File: src/hdl/blpg_pkg.sv
package blpg_pkg;

  localparam int COORD_BITS = 16;
  localparam int PIX_W      = 16;
  localparam int COLOR_W    = 32;
  localparam int ADDR_W     = 32;
  localparam int SIZE_W     = 13;
  localparam int PITCH_W    = 17;
  localparam int CFG_W      = 32;
  localparam int CFG_IDX_W  = 2;
  localparam int IN_DATA_W  = 4 * PIX_W + COLOR_W;
  localparam int OUT_DATA_W = 2 * PIX_W + COLOR_W + ADDR_W;
  localparam int FIFO_DEPTH = 4;
  localparam int FIFO_AW    = $clog2(FIFO_DEPTH);

  typedef logic signed [COORD_BITS-1:0] coord_t;

  typedef enum logic {
    FUNC_START   = 1'b0,
    FUNC_ADVANCE = 1'b1
  } func_t;

  typedef enum logic [CFG_IDX_W-1:0] {
    REG_SCREEN_WIDTH  = 2'd0,
    REG_SCREEN_HEIGHT = 2'd1,
    REG_ROW_PITCH     = 2'd2,
    REG_FRAME_BASE    = 2'd3
  } reg_idx_t;

  // One pixel handed from the stepper to the address stage.
  typedef struct packed {
    coord_t             x;
    coord_t             y;
    logic [COLOR_W-1:0] color;
    logic               last;
  } pixel_t;

  typedef struct packed {
    logic [SIZE_W-1:0]  width;
    logic [SIZE_W-1:0]  height;
    logic [PITCH_W-1:0] pitch;
    logic [ADDR_W-1:0]  base;
  } screen_cfg_t;

endpackage

File: src/hdl/blpg_fifo.sv
module blpg_fifo (
  input  logic             clk,
  input  logic             rst_n,
  input  logic             push,
  input  blpg_pkg::pixel_t push_data,
  input  logic             pop,
  output blpg_pkg::pixel_t pop_data,
  output logic             empty,
  output logic             full
);

  blpg_pkg::pixel_t                 mem_r [blpg_pkg::FIFO_DEPTH];
  logic [blpg_pkg::FIFO_AW-1:0]     wr_ptr_r, rd_ptr_r;
  logic [blpg_pkg::FIFO_AW:0]       count_r;

  assign empty    = (count_r == '0);
  assign full     = (count_r == (blpg_pkg::FIFO_AW+1)'(blpg_pkg::FIFO_DEPTH));
  assign pop_data = mem_r[rd_ptr_r];

  always_ff @(posedge clk) begin
    if (push) begin
      mem_r[wr_ptr_r] <= push_data;
    end
  end

  always_ff @(posedge clk) begin
    if (!rst_n) begin
      wr_ptr_r <= '0;
      rd_ptr_r <= '0;
      count_r  <= '0;
    end else begin
      if (push) wr_ptr_r <= wr_ptr_r + 1'b1;
      if (pop)  rd_ptr_r <= rd_ptr_r + 1'b1;
      if (push && !pop)      count_r <= count_r + 1'b1;
      else if (pop && !push) count_r <= count_r - 1'b1;
    end
  end

endmodule

File: src/hdl/blpg_front.sv
module blpg_front (
  input  logic                               clk,
  input  logic                               rst_n,
  input  logic                               accept,
  input  blpg_pkg::func_t                    func,
  input  logic [blpg_pkg::IN_DATA_W-1:0]     data,
  output logic                               push,
  output blpg_pkg::pixel_t                   push_data
);

  localparam int CB = blpg_pkg::COORD_BITS;

  blpg_pkg::coord_t              cx_r, cy_r, tx_r, ty_r;
  blpg_pkg::coord_t              cx_nxt, cy_nxt, tx_nxt, ty_nxt;
  logic [CB:0]                   dx_r, dy_r, dx_nxt, dy_nxt;
  logic                          left_r, up_r, left_nxt, up_nxt;
  logic signed [CB+1:0]          err_r, err_nxt;
  logic [blpg_pkg::COLOR_W-1:0]  color_r, color_nxt;
  logic                          active_r, active_nxt;

  logic signed [blpg_pkg::PIX_W-1:0] in_sx, in_sy, in_ex, in_ey;
  blpg_pkg::coord_t              sx, sy, ex, ey;
  logic signed [CB:0]            diff_x, diff_y;
  logic [CB:0]                   abs_x, abs_y;
  logic signed [CB+2:0]          e2, neg_dy, pos_dx;
  logic                          move_x, move_y, last;

  assign in_sx = data[blpg_pkg::PIX_W-1:0];
  assign in_sy = data[2*blpg_pkg::PIX_W-1:blpg_pkg::PIX_W];
  assign in_ex = data[3*blpg_pkg::PIX_W-1:2*blpg_pkg::PIX_W];
  assign in_ey = data[4*blpg_pkg::PIX_W-1:3*blpg_pkg::PIX_W];
  assign sx = CB'(in_sx);
  assign sy = CB'(in_sy);
  assign ex = CB'(in_ex);
  assign ey = CB'(in_ey);

  assign diff_x = (CB+1)'(ex) - (CB+1)'(sx);
  assign diff_y = (CB+1)'(ey) - (CB+1)'(sy);
  assign abs_x  = diff_x[CB] ? (CB+1)'(-diff_x) : (CB+1)'(diff_x);
  assign abs_y  = diff_y[CB] ? (CB+1)'(-diff_y) : (CB+1)'(diff_y);

  // Bresenham decision on the stored error term
  assign e2     = {err_r, 1'b0};
  assign neg_dy = -$signed({2'b00, dy_r});
  assign pos_dx = $signed({2'b00, dx_r});
  assign move_x = (e2 > neg_dy);
  assign move_y = (e2 < pos_dx);

  always_comb begin
    cx_nxt    = cx_r;
    cy_nxt    = cy_r;
    tx_nxt    = tx_r;
    ty_nxt    = ty_r;
    dx_nxt    = dx_r;
    dy_nxt    = dy_r;
    left_nxt  = left_r;
    up_nxt    = up_r;
    err_nxt   = err_r;
    color_nxt = color_r;
    push      = 1'b0;
    if (accept) begin
      if (func == blpg_pkg::FUNC_START) begin
        cx_nxt    = sx;
        cy_nxt    = sy;
        tx_nxt    = ex;
        ty_nxt    = ey;
        dx_nxt    = abs_x;
        dy_nxt    = abs_y;
        left_nxt  = !(sx < ex);
        up_nxt    = !(sy < ey);
        err_nxt   = $signed({1'b0, abs_x}) - $signed({1'b0, abs_y});
        color_nxt = data[blpg_pkg::IN_DATA_W-1:4*blpg_pkg::PIX_W];
        push      = 1'b1;
      end else if (active_r) begin
        err_nxt = err_r - (move_x ? $signed({1'b0, dy_r}) : '0)
                        + (move_y ? $signed({1'b0, dx_r}) : '0);
        if (move_x) cx_nxt = left_r ? cx_r - CB'(1) : cx_r + CB'(1);
        if (move_y) cy_nxt = up_r   ? cy_r - CB'(1) : cy_r + CB'(1);
        push = 1'b1;
      end
    end
  end

  assign last       = (cx_nxt == tx_nxt) && (cy_nxt == ty_nxt);
  assign active_nxt = push ? !last : active_r;

  assign push_data.x     = cx_nxt;
  assign push_data.y     = cy_nxt;
  assign push_data.color = color_nxt;
  assign push_data.last  = last;

  always_ff @(posedge clk) begin
    if (!rst_n) begin
      cx_r     <= '0;
      cy_r     <= '0;
      tx_r     <= '0;
      ty_r     <= '0;
      dx_r     <= '0;
      dy_r     <= '0;
      left_r   <= 1'b0;
      up_r     <= 1'b0;
      err_r    <= '0;
      color_r  <= '0;
      active_r <= 1'b0;
    end else begin
      cx_r     <= cx_nxt;
      cy_r     <= cy_nxt;
      tx_r     <= tx_nxt;
      ty_r     <= ty_nxt;
      dx_r     <= dx_nxt;
      dy_r     <= dy_nxt;
      left_r   <= left_nxt;
      up_r     <= up_nxt;
      err_r    <= err_nxt;
      color_r  <= color_nxt;
      active_r <= active_nxt;
    end
  end

endmodule

File: src/hdl/blpg_back.sv
module blpg_back (
  input  logic                            clk,
  input  logic                            rst_n,
  input  blpg_pkg::screen_cfg_t           cfg,
  input  logic                            fifo_empty,
  input  blpg_pkg::pixel_t                fifo_data,
  output logic                            pop,
  output logic                            out_valid,
  input  logic                            out_ready,
  output logic [blpg_pkg::OUT_DATA_W-1:0] out_data,
  output logic                            out_inside,
  output logic                            out_last
);

  localparam int CB    = blpg_pkg::COORD_BITS;
  localparam int CMP_W = ((CB > blpg_pkg::SIZE_W) ? CB : blpg_pkg::SIZE_W) + 1;
  localparam int AW    = blpg_pkg::ADDR_W;

  logic                  adv;
  logic signed [CMP_W-1:0] xs, ys, ws, hs;
  logic                  in_scr;
  logic [AW-1:0]         y_u, x_u;
  logic [AW+blpg_pkg::PITCH_W-1:0] prod;

  logic                  s1_valid_r;
  blpg_pkg::pixel_t      s1_pix_r;
  logic                  s1_inside_r;
  logic [AW-1:0]         s1_prod_r;
  logic [AW-1:0]         addr_nxt;

  logic                  out_valid_r;
  logic [blpg_pkg::OUT_DATA_W-1:0] out_data_r;
  logic                  out_inside_r, out_last_r;

  // whole pipe moves together unless the output holds a stalled result
  assign adv = !out_valid_r || out_ready;
  assign pop = adv && !fifo_empty;

  assign xs = CMP_W'(fifo_data.x);
  assign ys = CMP_W'(fifo_data.y);
  assign ws = $signed(CMP_W'(cfg.width));
  assign hs = $signed(CMP_W'(cfg.height));
  assign in_scr = !fifo_data.x[CB-1] && !fifo_data.y[CB-1] && (xs < ws) && (ys < hs);

  assign y_u  = AW'(fifo_data.y);
  assign prod = y_u * cfg.pitch;

  assign x_u      = AW'(s1_pix_r.x);
  assign addr_nxt = s1_inside_r ? cfg.base + s1_prod_r + {x_u[AW-3:0], 2'b00} : '0;

  always_ff @(posedge clk) begin
    if (!rst_n) begin
      s1_valid_r  <= 1'b0;
      out_valid_r <= 1'b0;
    end else if (adv) begin
      s1_valid_r  <= !fifo_empty;
      out_valid_r <= s1_valid_r;
    end
  end

  always_ff @(posedge clk) begin
    if (adv) begin
      s1_pix_r     <= fifo_data;
      s1_inside_r  <= in_scr;
      s1_prod_r    <= prod[AW-1:0];
      out_data_r   <= {addr_nxt, s1_pix_r.color,
                       blpg_pkg::PIX_W'(s1_pix_r.y), blpg_pkg::PIX_W'(s1_pix_r.x)};
      out_inside_r <= s1_inside_r;
      out_last_r   <= s1_pix_r.last;
    end
  end

  assign out_valid  = out_valid_r;
  assign out_data   = out_data_r;
  assign out_inside = out_inside_r;
  assign out_last   = out_last_r;

endmodule

File: src/hdl/bresenham_line_pixel_generator_top.sv
// Channel | Dir | Ports                              | Contents
// in      | in  | in_tvalid/tready/tdata/tuser       | tuser = func, tdata = endpoints, color
// out     | out | out_tvalid/tready/tdata/tuser/tlast| tuser = inside_screen, tlast = last
// cfg     | in  | cfg_we/cfg_addr/cfg_wdata          | screen size, row pitch, frame base
//
// One request per clock while the queue has room; each accepted advance is one Bresenham step.
// A pixel passes the stepper and queue, then the registered multiply and address add.
// Synchronous active-low reset clears the stepper, queue and pipe valids; config
// goes to 640x480, pitch 2560, base 0.
// A stalled output fills the four-entry queue; in_tready drops only when it is full.
module bresenham_line_pixel_generator_top (
  input  logic                            clk,
  input  logic                            rst_n,
  input  logic                            in_tvalid,
  output logic                            in_tready,
  // [15:0] start_x, [31:16] start_y, [47:32] end_x, [63:48] end_y, [95:64] line_color
  input  logic [blpg_pkg::IN_DATA_W-1:0]  in_tdata,
  // [0] func
  input  logic                            in_tuser,
  output logic                            out_tvalid,
  input  logic                            out_tready,
  // [15:0] pixel_x, [31:16] pixel_y, [63:32] pixel_color, [95:64] pixel_address
  output logic [blpg_pkg::OUT_DATA_W-1:0] out_tdata,
  // [0] inside_screen
  output logic                            out_tuser,
  output logic                            out_tlast,
  input  logic                            cfg_we,
  input  logic [blpg_pkg::CFG_IDX_W-1:0]  cfg_addr,
  input  logic [blpg_pkg::CFG_W-1:0]      cfg_wdata
);

  blpg_pkg::screen_cfg_t cfg_r;
  blpg_pkg::pixel_t      push_data, pop_data;
  logic                  accept, push, pop, fifo_empty, fifo_full;

  // config registers; writes must arrive only while idle, which the block leaves to the user
  always_ff @(posedge clk) begin
    if (!rst_n) begin
      cfg_r.width  <= blpg_pkg::SIZE_W'(640);
      cfg_r.height <= blpg_pkg::SIZE_W'(480);
      cfg_r.pitch  <= blpg_pkg::PITCH_W'(2560);
      cfg_r.base   <= '0;
    end else if (cfg_we) begin
      unique case (blpg_pkg::reg_idx_t'(cfg_addr))
        blpg_pkg::REG_SCREEN_WIDTH:  cfg_r.width  <= cfg_wdata[blpg_pkg::SIZE_W-1:0];
        blpg_pkg::REG_SCREEN_HEIGHT: cfg_r.height <= cfg_wdata[blpg_pkg::SIZE_W-1:0];
        blpg_pkg::REG_ROW_PITCH:     cfg_r.pitch  <= cfg_wdata[blpg_pkg::PITCH_W-1:0];
        blpg_pkg::REG_FRAME_BASE:    cfg_r.base   <= cfg_wdata[blpg_pkg::ADDR_W-1:0];
      endcase
    end
  end

  // front takes a request whenever the queue has room
  assign in_tready = !fifo_full;
  assign accept    = in_tvalid && in_tready;

  blpg_front u_front (
    .clk       (clk),
    .rst_n     (rst_n),
    .accept    (accept),
    .func      (blpg_pkg::func_t'(in_tuser)),
    .data      (in_tdata),
    .push      (push),
    .push_data (push_data)
  );

  blpg_fifo u_fifo (
    .clk       (clk),
    .rst_n     (rst_n),
    .push      (push),
    .push_data (push_data),
    .pop       (pop),
    .pop_data  (pop_data),
    .empty     (fifo_empty),
    .full      (fifo_full)
  );

  // back does the clip test and frame buffer address
  blpg_back u_back (
    .clk        (clk),
    .rst_n      (rst_n),
    .cfg        (cfg_r),
    .fifo_empty (fifo_empty),
    .fifo_data  (pop_data),
    .pop        (pop),
    .out_valid  (out_tvalid),
    .out_ready  (out_tready),
    .out_data   (out_tdata),
    .out_inside (out_tuser),
    .out_last   (out_tlast)
  );

endmodule

File: config.mk
export PLATFORM = sky130hd
export DESIGN_NAME = bresenham_line_pixel_generator_top
export DESIGN_NICKNAME = d
export VERILOG_FILES = /design/src/hdl/blpg_pkg.sv /design/src/hdl/blpg_fifo.sv /design/src/hdl/blpg_front.sv /design/src/hdl/blpg_back.sv /design/src/hdl/bresenham_line_pixel_generator_top.sv
export SDC_FILE = /design/constraint.sdc
export NUM_CORES = 2
export LEC_CHECK = 0
export CAP_MARGIN = 20
export CORE_ASPECT_RATIO = 2
export CORE_UTILIZATION = 59
export CTS_CLUSTER_SIZE = 28
export DETAILED_ROUTE_END_ITERATION = 12
export DONT_BUFFER_PORTS = 1
export PLACE_DENSITY = 0.81
export SKIP_LAST_GASP = 1
export SYNTH_ARGS = -nofsm -noshare
export SYNTH_HDL_FRONTEND = slang
export SYNTH_HIERARCHICAL = 1
export SYNTH_SLANG_ARGS = --single-unit
File: constraint.sdc
create_clock -name clk -period 7.25 [get_ports clk]
set_input_delay 0.3625 -clock clk [delete_from_list [all_inputs] [get_ports clk]]
set_output_delay 0.3625 -clock clk [all_outputs]
set_load 0.05 [all_outputs]
==> metrics.yaml <==
status: "completed"
numPortBuffers: 0
critPathCaptureType: "flip-flop"
die-area_sq_um: 79200
synth_top_area_cell: "edfxtp_1"
async_reset_ff_frac: 0
die_h_microns: 397
nets: 5261
clk_path_buf_depth: 3
ys_types: 93
slew_violations: 0
synth_top_area_share: 0.298
drc: 0
seq_area_frac_synth: 0.401
post-route-period-util: 0.982
wl_per_cell_microns: 24.1
dp_cells: 5356
firstDrtPassIters: 5
start_util: 0.597
final.setup_skew_ps: 24.9
synth_edf_count: 456
maxCapViolCount: 0
place_hpwl_mm: 97.7
pin_count: 236
rsz0062_at_grt: "true"
area_delta_synth_final_pct: 12.4
yosys-top-cells-area: "edfxtp_1 (30%), fa_1 (14%), dfxtp_1 (10%), ha_1 (7.1%), inv_1 (4.5%)"
power.density_nw_per_um2: 452
clock_sinks: 693
finalWorstSetupSlack_ps: 132
yosysMostFrequentCell: "inv_1"
avgSynthCellArea_sq_um: 10.7
grt_remaining_overflow: 0
critical_path.most_common_cell: "fa_1"
synthTopCellsByCount: "inv_1 (547), nand2_1 (534), edfxtp_1 (456)"
grt_max_degree: 131
design.core.area_sq_um: 77100
startpoint_type: "flip-flop"
max_slew_margin: 0.148
ant_nets: 0
critPathSlowestCell: "fa_1"
drt_iter0_drc: 2279
min_period_ps: 7120
vias_per_cell: 6.10
hold_slack_ps: 31.9
rows: 144
critPathRequiredTime_ps: 7610
leakage_uw: 0.0223
setup_viol: 0
worst-setup-path-type: "reg -> reg"
fmax_mhz: 140
syn_nets: 5047
grt_pass1_wl_mm: 202
layout-drive-gt1-share: 0.0961
gp_congestion: 1.04
grt_usage: 0.347
routed_wl_mm: 136
clk_pin_slew_ps: 60
htree_levels: 3
hold_viol_final: 0
hp-class: "in -> reg"
arrival_ps: 7480
worstHoldStart: "rst_n"
crit_path_max_incr_delay_ps: 550
synth_seq_cells: 693
clock_tree.root_cell: "clkbuf_16"
cts_made_buffers: 67
synth_flop_cell: "edfxtp_1"
worstMarginPinSlew_ps: 1270
vdd_drop_max_v: 0.000282
final_cells: 5617
dr_total_vias: 34300
grt_pass1_vias: 36200
syn_area_sq_um: 46000
cp_max_fo: 6
synth_warnings: 6
die_w_microns: 199
tritoncts: "built"
post-place-ws_ps: -33.1
clock_latency_ps: 660
grt_antenna_before_repair: 10
synth_cells: 4321
==> layout make-up <==
class                   instances  area, sq um
clock inverters                40          472
inverters                     550         2080
well taps                    1022         1280
fillers                      5799        25400
multi-input cells            2916        25000
repair buffers                307         2700
diodes                          5         12.5
clock buffers                  84         1760
flip-flops and latches        693        18400
==> metrics by stage <==
stage	area (sq um)	utilization	TNS, ps	power (uW)
final	51700	0.671	0	23400
after global routing	51700	0.671	-312	25000
after CTS	51400	0.667	0	22800
after detailed placement	47900	0.622	-57.0	19000
after global placement	47900	0.622	0	18600
after floorplan	46000	-	0	15600
==> sequential cells by signal, summed over array words and instances, names as in the netlist, 3 cells and up, named ones only <==
register          cells
cfg_r                75
u_back/out_data      96
u_front/color_r      32
u_fifo/mem_r        260
u_back/s1_prod_r     32
u_front/cx_r         16
u_front/cy_r         16
u_fifo/count_r        3
u_front/tx_r         16
u_front/ty_r         16
u_back/s1_pix_r      65
u_front/dx_r         17
u_front/dy_r         17
u_front/err_r        18
==> worst paths after layout <==
check | cells past startpoint | end | slack [ps]
max | 25 | u_back/s1_prod_r[30] | 130
min | 2 | cfg_r[45] | 30
max reg2reg | 25 | u_back/s1_prod_r[30] | 130
min reg2reg | 0 | u_back/out_data[34] | 420
==> timing repair <==
item                                    4_1_cts  5_1_grt
endpoints found under the hold margin       318        0
cloned                                        0        1
setup buffers                                 4       11
hold buffers                                115        0
endpoints found under the setup margin        3       12
resized for setup                             1       35
pin swaps                                     1       12
==> critical path: cells and delay by family, from the launching register on <==
family | cells | cell delay [ps]
mux | 1 | 540
fa+ha+maj | 7 | 3480
buf+inv | 8 | 800
simple gates | 4 | 510
flops | 1 | 420
compound gates | 5 | 1070
==> routing by layer <==
layer  vias to the layer above  wire (microns)  GRT usage
li1                      15300               -          -
met1                     16800           42600      0.325
met2                      1524           70300      0.621
met3                       678            8680     0.0721
met4                        10           13900      0.312
met5                         -              63          0
==> layout by cell type, fill, tap and decap left out, types with 53 or more instances in the layout <==
cell             n
ha_1           256
nand2_1        531
xor2_1          64
dfxtp_1        235
fa_1           326
inv_1          543
clkbuf_16       67
nor2_1         181
o21ai_0        113
and2_1         208
dlygate4sd3_1  112
edfxtp_1       456
a21oi_1        199
a211oi_1        63
xnor2_1        116
mux4_2          65
buf_4          185
mux2i_1         99
a21o_1          68
nand3_1         53
==> cell families after synthesis <==
logic type / share of synthesized area
DFF: 0.401
AOI/OAI and AO/OA: 0.106
muxes: 0.0546
xor gates and xnor gates: 0.0344
and+or+nand+nor: 0.129
buffers and inverters: 0.0616
adders and majority gates: 0.214
==> report_power, final <==
part / leakage (uW) / total, uW / switching (uW) / internal [uW]
Sequential: 0.00648 / 6860 / 1400 / 5460
Clock: 0.00109 / 3640 / 1650 / 1990
Combinational: 0.0148 / 12900 / 7390 / 5460
Total: 0.0223 / 23400 / 10400 / 12900
(Power assumes the default switching activity.)
